===== src/hdl/eucm_pkg.sv =====
// ----------------------------------------------------------------------------
// EUCM keypoint unprojection package
// Shared constants, pipeline payload types and fixed-point helpers.
// ----------------------------------------------------------------------------
package eucm_pkg;

  localparam int SQ_CELLS = 28;
  localparam int DV_CELLS = 24;

  typedef enum logic [2:0] {
    REG_CENTER_X    = 3'd0,
    REG_CENTER_Y    = 3'd1,
    REG_INV_FOCAL_X = 3'd2,
    REG_INV_FOCAL_Y = 3'd3,
    REG_MODEL_ALPHA = 3'd4,
    REG_MODEL_BETA  = 3'd5
  } reg_index_t;

  localparam logic [19:0] BETA_RESET = 20'd65536;
  localparam logic signed [23:0] S24_MAX = 24'sh7FFFFF;
  localparam logic signed [23:0] S24_MIN = -24'sh800000;

  typedef struct packed {
    logic signed [23:0] x;
    logic signed [23:0] y;
    logic               fallback;
    logic               sat;
    logic               off;
    logic               last;
  } side_t;

  typedef struct packed {
    logic               valid;
    side_t              side;
    logic signed [55:0] num;
    logic [55:0]        rad;
    logic [29:0]        rem;
    logic [27:0]        root;
  } sq_t;

  typedef struct packed {
    logic        valid;
    side_t       side;
    logic        neg;
    logic        dz;
    logic        ov;
    logic        num_neg;
    logic [31:0] rem;
    logic [23:0] nlo;
    logic [23:0] quo;
    logic [31:0] dd;
  } dv_t;

  // Rounds v / 2^12 to nearest (ties away from zero) and saturates to 24 bits.
  // Bit 24 of the result is the saturation flag.
  function automatic logic [24:0] sat_round12(input logic signed [41:0] v);
    logic [41:0] m;
    logic [29:0] r;
    logic [24:0] res;
    m = v[41] ? 42'(-v) : 42'(v);
    r = 30'((m + 42'd2048) >> 12);
    if (!v[41] && r > 30'd8388607) begin
      res = {1'b1, S24_MAX};
    end else if (v[41] && r > 30'd8388608) begin
      res = {1'b1, S24_MIN};
    end else if (v[41]) begin
      res = {1'b0, 24'(-$signed({1'b0, r}))};
    end else begin
      res = {1'b0, r[23:0]};
    end
    return res;
  endfunction

endpackage


===== src/hdl/eucm_div_cell.sv =====
// ----------------------------------------------------------------------------
// EUCM divider cell
// One restoring division step; resolves one quotient bit per cell.
// ----------------------------------------------------------------------------
module eucm_div_cell
  import eucm_pkg::*;
(
  input  logic clk,
  input  logic rst,
  input  logic en,
  input  dv_t  d,
  output dv_t  q
);

  dv_t         nxt;
  logic [32:0] cur;

  always_comb begin
    nxt = d;
    cur = {d.rem, d.nlo[23]};
    nxt.nlo = {d.nlo[22:0], 1'b0};
    if (cur >= {1'b0, d.dd}) begin
      nxt.rem = 32'(cur - {1'b0, d.dd});
      nxt.quo = {d.quo[22:0], 1'b1};
    end else begin
      nxt.rem = cur[31:0];
      nxt.quo = {d.quo[22:0], 1'b0};
    end
  end

  always_ff @(posedge clk) begin
    if (rst) begin
      q.valid <= 1'b0;
    end else if (en) begin
      q <= nxt;
    end
  end

endmodule

===== config.mk =====
export PLATFORM = sky130hd
export DESIGN_NAME = eucm_div_cell
export DESIGN_NICKNAME = d
export VERILOG_FILES = /design/src/hdl/eucm_pkg.sv /design/src/hdl/eucm_div_cell.sv
export SDC_FILE = /design/constraint.sdc
export NUM_CORES = 1
export LEC_CHECK = 0
export ABC_AREA = 1
export CORE_MARGIN = 4
export CORE_UTILIZATION = 45
export DETAILED_ROUTE_END_ITERATION = 16
export DONT_BUFFER_PORTS = 1
export GPL_ROUTABILITY_DRIVEN = 1
export HOLD_SLACK_MARGIN = 0.02
export PLACE_DENSITY = 0.61
export SLEW_MARGIN = 20
export SYNTH_ARGS = -nofsm -noshare
export SYNTH_HDL_FRONTEND = slang
export SYNTH_SLANG_ARGS = --single-unit

===== constraint.sdc =====
create_clock -name clk -period 19.7 [get_ports clk]
set_clock_uncertainty 0.05 [all_clocks]
set_input_delay 0.985 -clock clk [delete_from_list [all_inputs] [get_ports clk]]
set_output_delay 0.985 -clock clk [all_outputs]
set_load 0.02 [all_outputs]

==> metrics.txt <==
outcome=completed; most frequent CP cell=buf_4; Gate power share=11.0%; postcts setup bufs=0; asr flop ratio synth=0%; CTS Buffer Depth=2; area share of the largest cell type after synthesis=61.8%; crit path launch type=input pin; final setup fails=0; CP delay by family, top=buffers and inverters; post-cts sizing count=0; max FFs per register=168; clock power share=36.2%; CP peak stage delay=0.79 ns; top flop regs=q (168); drt wl/cell=20.1 um; Max-slew headroom=44.7%; Yosys cell types=29; filler instances=1,551; final instance area=8940 sq um; via/cell ratio=4.90; final worst path period need=2.85 ns; Mapped Area=8120 sq um; Die Wd=142 um; Nets=1,042; DRC viols=0; number of port buffers=0; final wirelength=21,600 um; DRT Pass-1 Iters=5; core area=17,500 sq um; RSZ-0062 raised after global routing=no; first-pass GRT wire length=31,200 um; CTS Sinks=168; VDD IR max=56.6 uV; antenna violations before repair=0; Worst Path Max Fanout=67; I/O Pins=341; post-synthesis net count=1,028; Biggest register=q; worst path cell trace=inv_1 -> nor2_4 -> buf_4 -> buf_4; Final WS setup=16.85 ns; Final TNS setup=0 ns; R2R setup slack=18.92 ns; # hold bufs at CTS=0; Synth Instances=823; Rows=48; post-synthesis sequential area ratio=62.0%; CP required=19.70 ns; slowest stage cell, crit path=buf_4; post-place setup slack=15.80 ns; fmax=351 MHz; critical path class=input pin to register; most frequent cells in the layout=nand2_1 (306), edfxtp_1 (167), inv_1 (148); area of the die=20,300 sq um; Max Slew Vio Count=0; Slew @ Worst Pin=0.830 ns; number of global-route vias before repair=5,129; Power Total=897 uW; Primary FF master, synth=edfxtp_1; Post-synth EDFFs=167; leading area contributor after synthesis=edfxtp_1; commonest non-fill, non-tap cell in the layout=nand2_1; Flop pwr share=52.8%; Leakage=3.98 nW; Critical Path Sink Type=register; PD cells=100 nW/um^2; ant diodes=0; Num CTS Buffers=17; CTS tree=built; Die Y=142 um; fin crit share=14.5%; Hold Violations, Final=0; first-iteration detailed-routing DRC count=325; Hold Slack=0.518 ns; Net Sw Frac=29.9%; grt ovf=0; register bit total from synthesis=168; CP bufs+invs=3; share of cells above drive strength 1=5.76%; Placement Cell Area=8340 sq um; Synth Warn #=0; GP Congestion=0.895; Pint=629 uW; Area Overhead vs Synth=10.2%; class of the tightest hold or removal check=register to register; Layout Cells excl Fill=1,075; clock root buffer=clkbuf_16; total track usage=20.8%; clock latency on the worst-skew pair=0.42 ns; Arrival @ worst endpoint=2.85 ns; post-layout util=51.2%; Antenna Nets Post-Route=0; dpl cells=1,042; Syn Area/Cell=9.87 sq um; initial core utilization=46.5%; vias=5,269; max cap viols=0; largest net degree at the start of global routing=68; dpl hpwl=17,100 um; Switch Pwr=268 uW; Worst-path clk slew=0.07 ns; H-Tree Depth=4; top cells by area, synth=edfxtp_1 (62%), nand2_1 (14%), inv_1 (6.8%), ha_1 (4.9%), nand3_1 (2.3%)
[logic make-up (layout without fill, tap and decap cells)]
group | after synthesis | count (layout) | share of synthesized area, %
AO/OA/AOI/OAI | 28 | 28 | 1.82
XOR/XNOR | 14 | 14 | 1.51
adder cells (fa/ha/maj) | 33 | 33 | 5.18
buffers and inverters | 158 | 185 | 7.95
flip-flops | 168 | 168 | 62.0
other | 1 | 1 | 0.0462
AND/OR/NAND/NOR | 421 | 421 | 21.5
[worst reg2reg max path, stage by stage, from the launching register on]
cell and delay (ns):
dfxtp_1 0.45, nand2_1 0.08, a21oi_1 0.13
[layout make-up]
class	count	area, sq um	share of cell area [%]
clock inverter	15	155	1.73
sequential	168	5030	56.3
timing repair buffer	3	35.0	0.392
clock buffer	17	425	4.76
multi-input combinational	497	2450	27.4
tap	225	282	3.15
inverter	150	566	6.32
[cell usage after synthesis (2+ instances only)]
| cell | n |
|---|---|
| nor2_1 | 39 |
| a21oi_1 | 22 |
| and2_1 | 8 |
| o21ai_0 | 3 |
| buf_6 | 6 |
| nand3b_1 | 10 |
| nor3_1 | 8 |
| edfxtp_1 | 167 |
| nand4_1 | 2 |
| nor2_2 | 4 |
| nand2_1 | 306 |
| inv_1 | 148 |
| nand3_1 | 37 |
| xor2_1 | 13 |
| nand2_2 | 4 |
| o21bai_1 | 2 |
| ha_1 | 32 |
[layer usage]
metal	GRT usage (%)	vias up	share of wire, %
li1	-	2649	-
met1	23.8	2384	39
met2	34.8	207	49
met3	9.11	29	9.5
met4	7.65	0	2.5
met5	0	-	0
[path summary, 6_finish.rpt]
check                            start  endpoint  cells after the start
worst max-delay path                en     q[78]                      4
worst min-delay path            q[168]    q[168]                      2
worst max register to register  q[168]    q[168]                      2
worst min register to register  q[168]    q[168]                      2
[power groups by stage]
stage	sequential (mW)	clock [mW]	combinational, mW
after detailed placement	0.483	0	0.0981
after floorplan	0.478	0	0.0780
after CTS	0.475	0.331	0.0991
after global routing	0.476	0.350	0.115
final	0.474	0.325	0.0988
after global placement	0.483	0	0.0979
No activity file was read; power rests on OpenSTA's default activity.
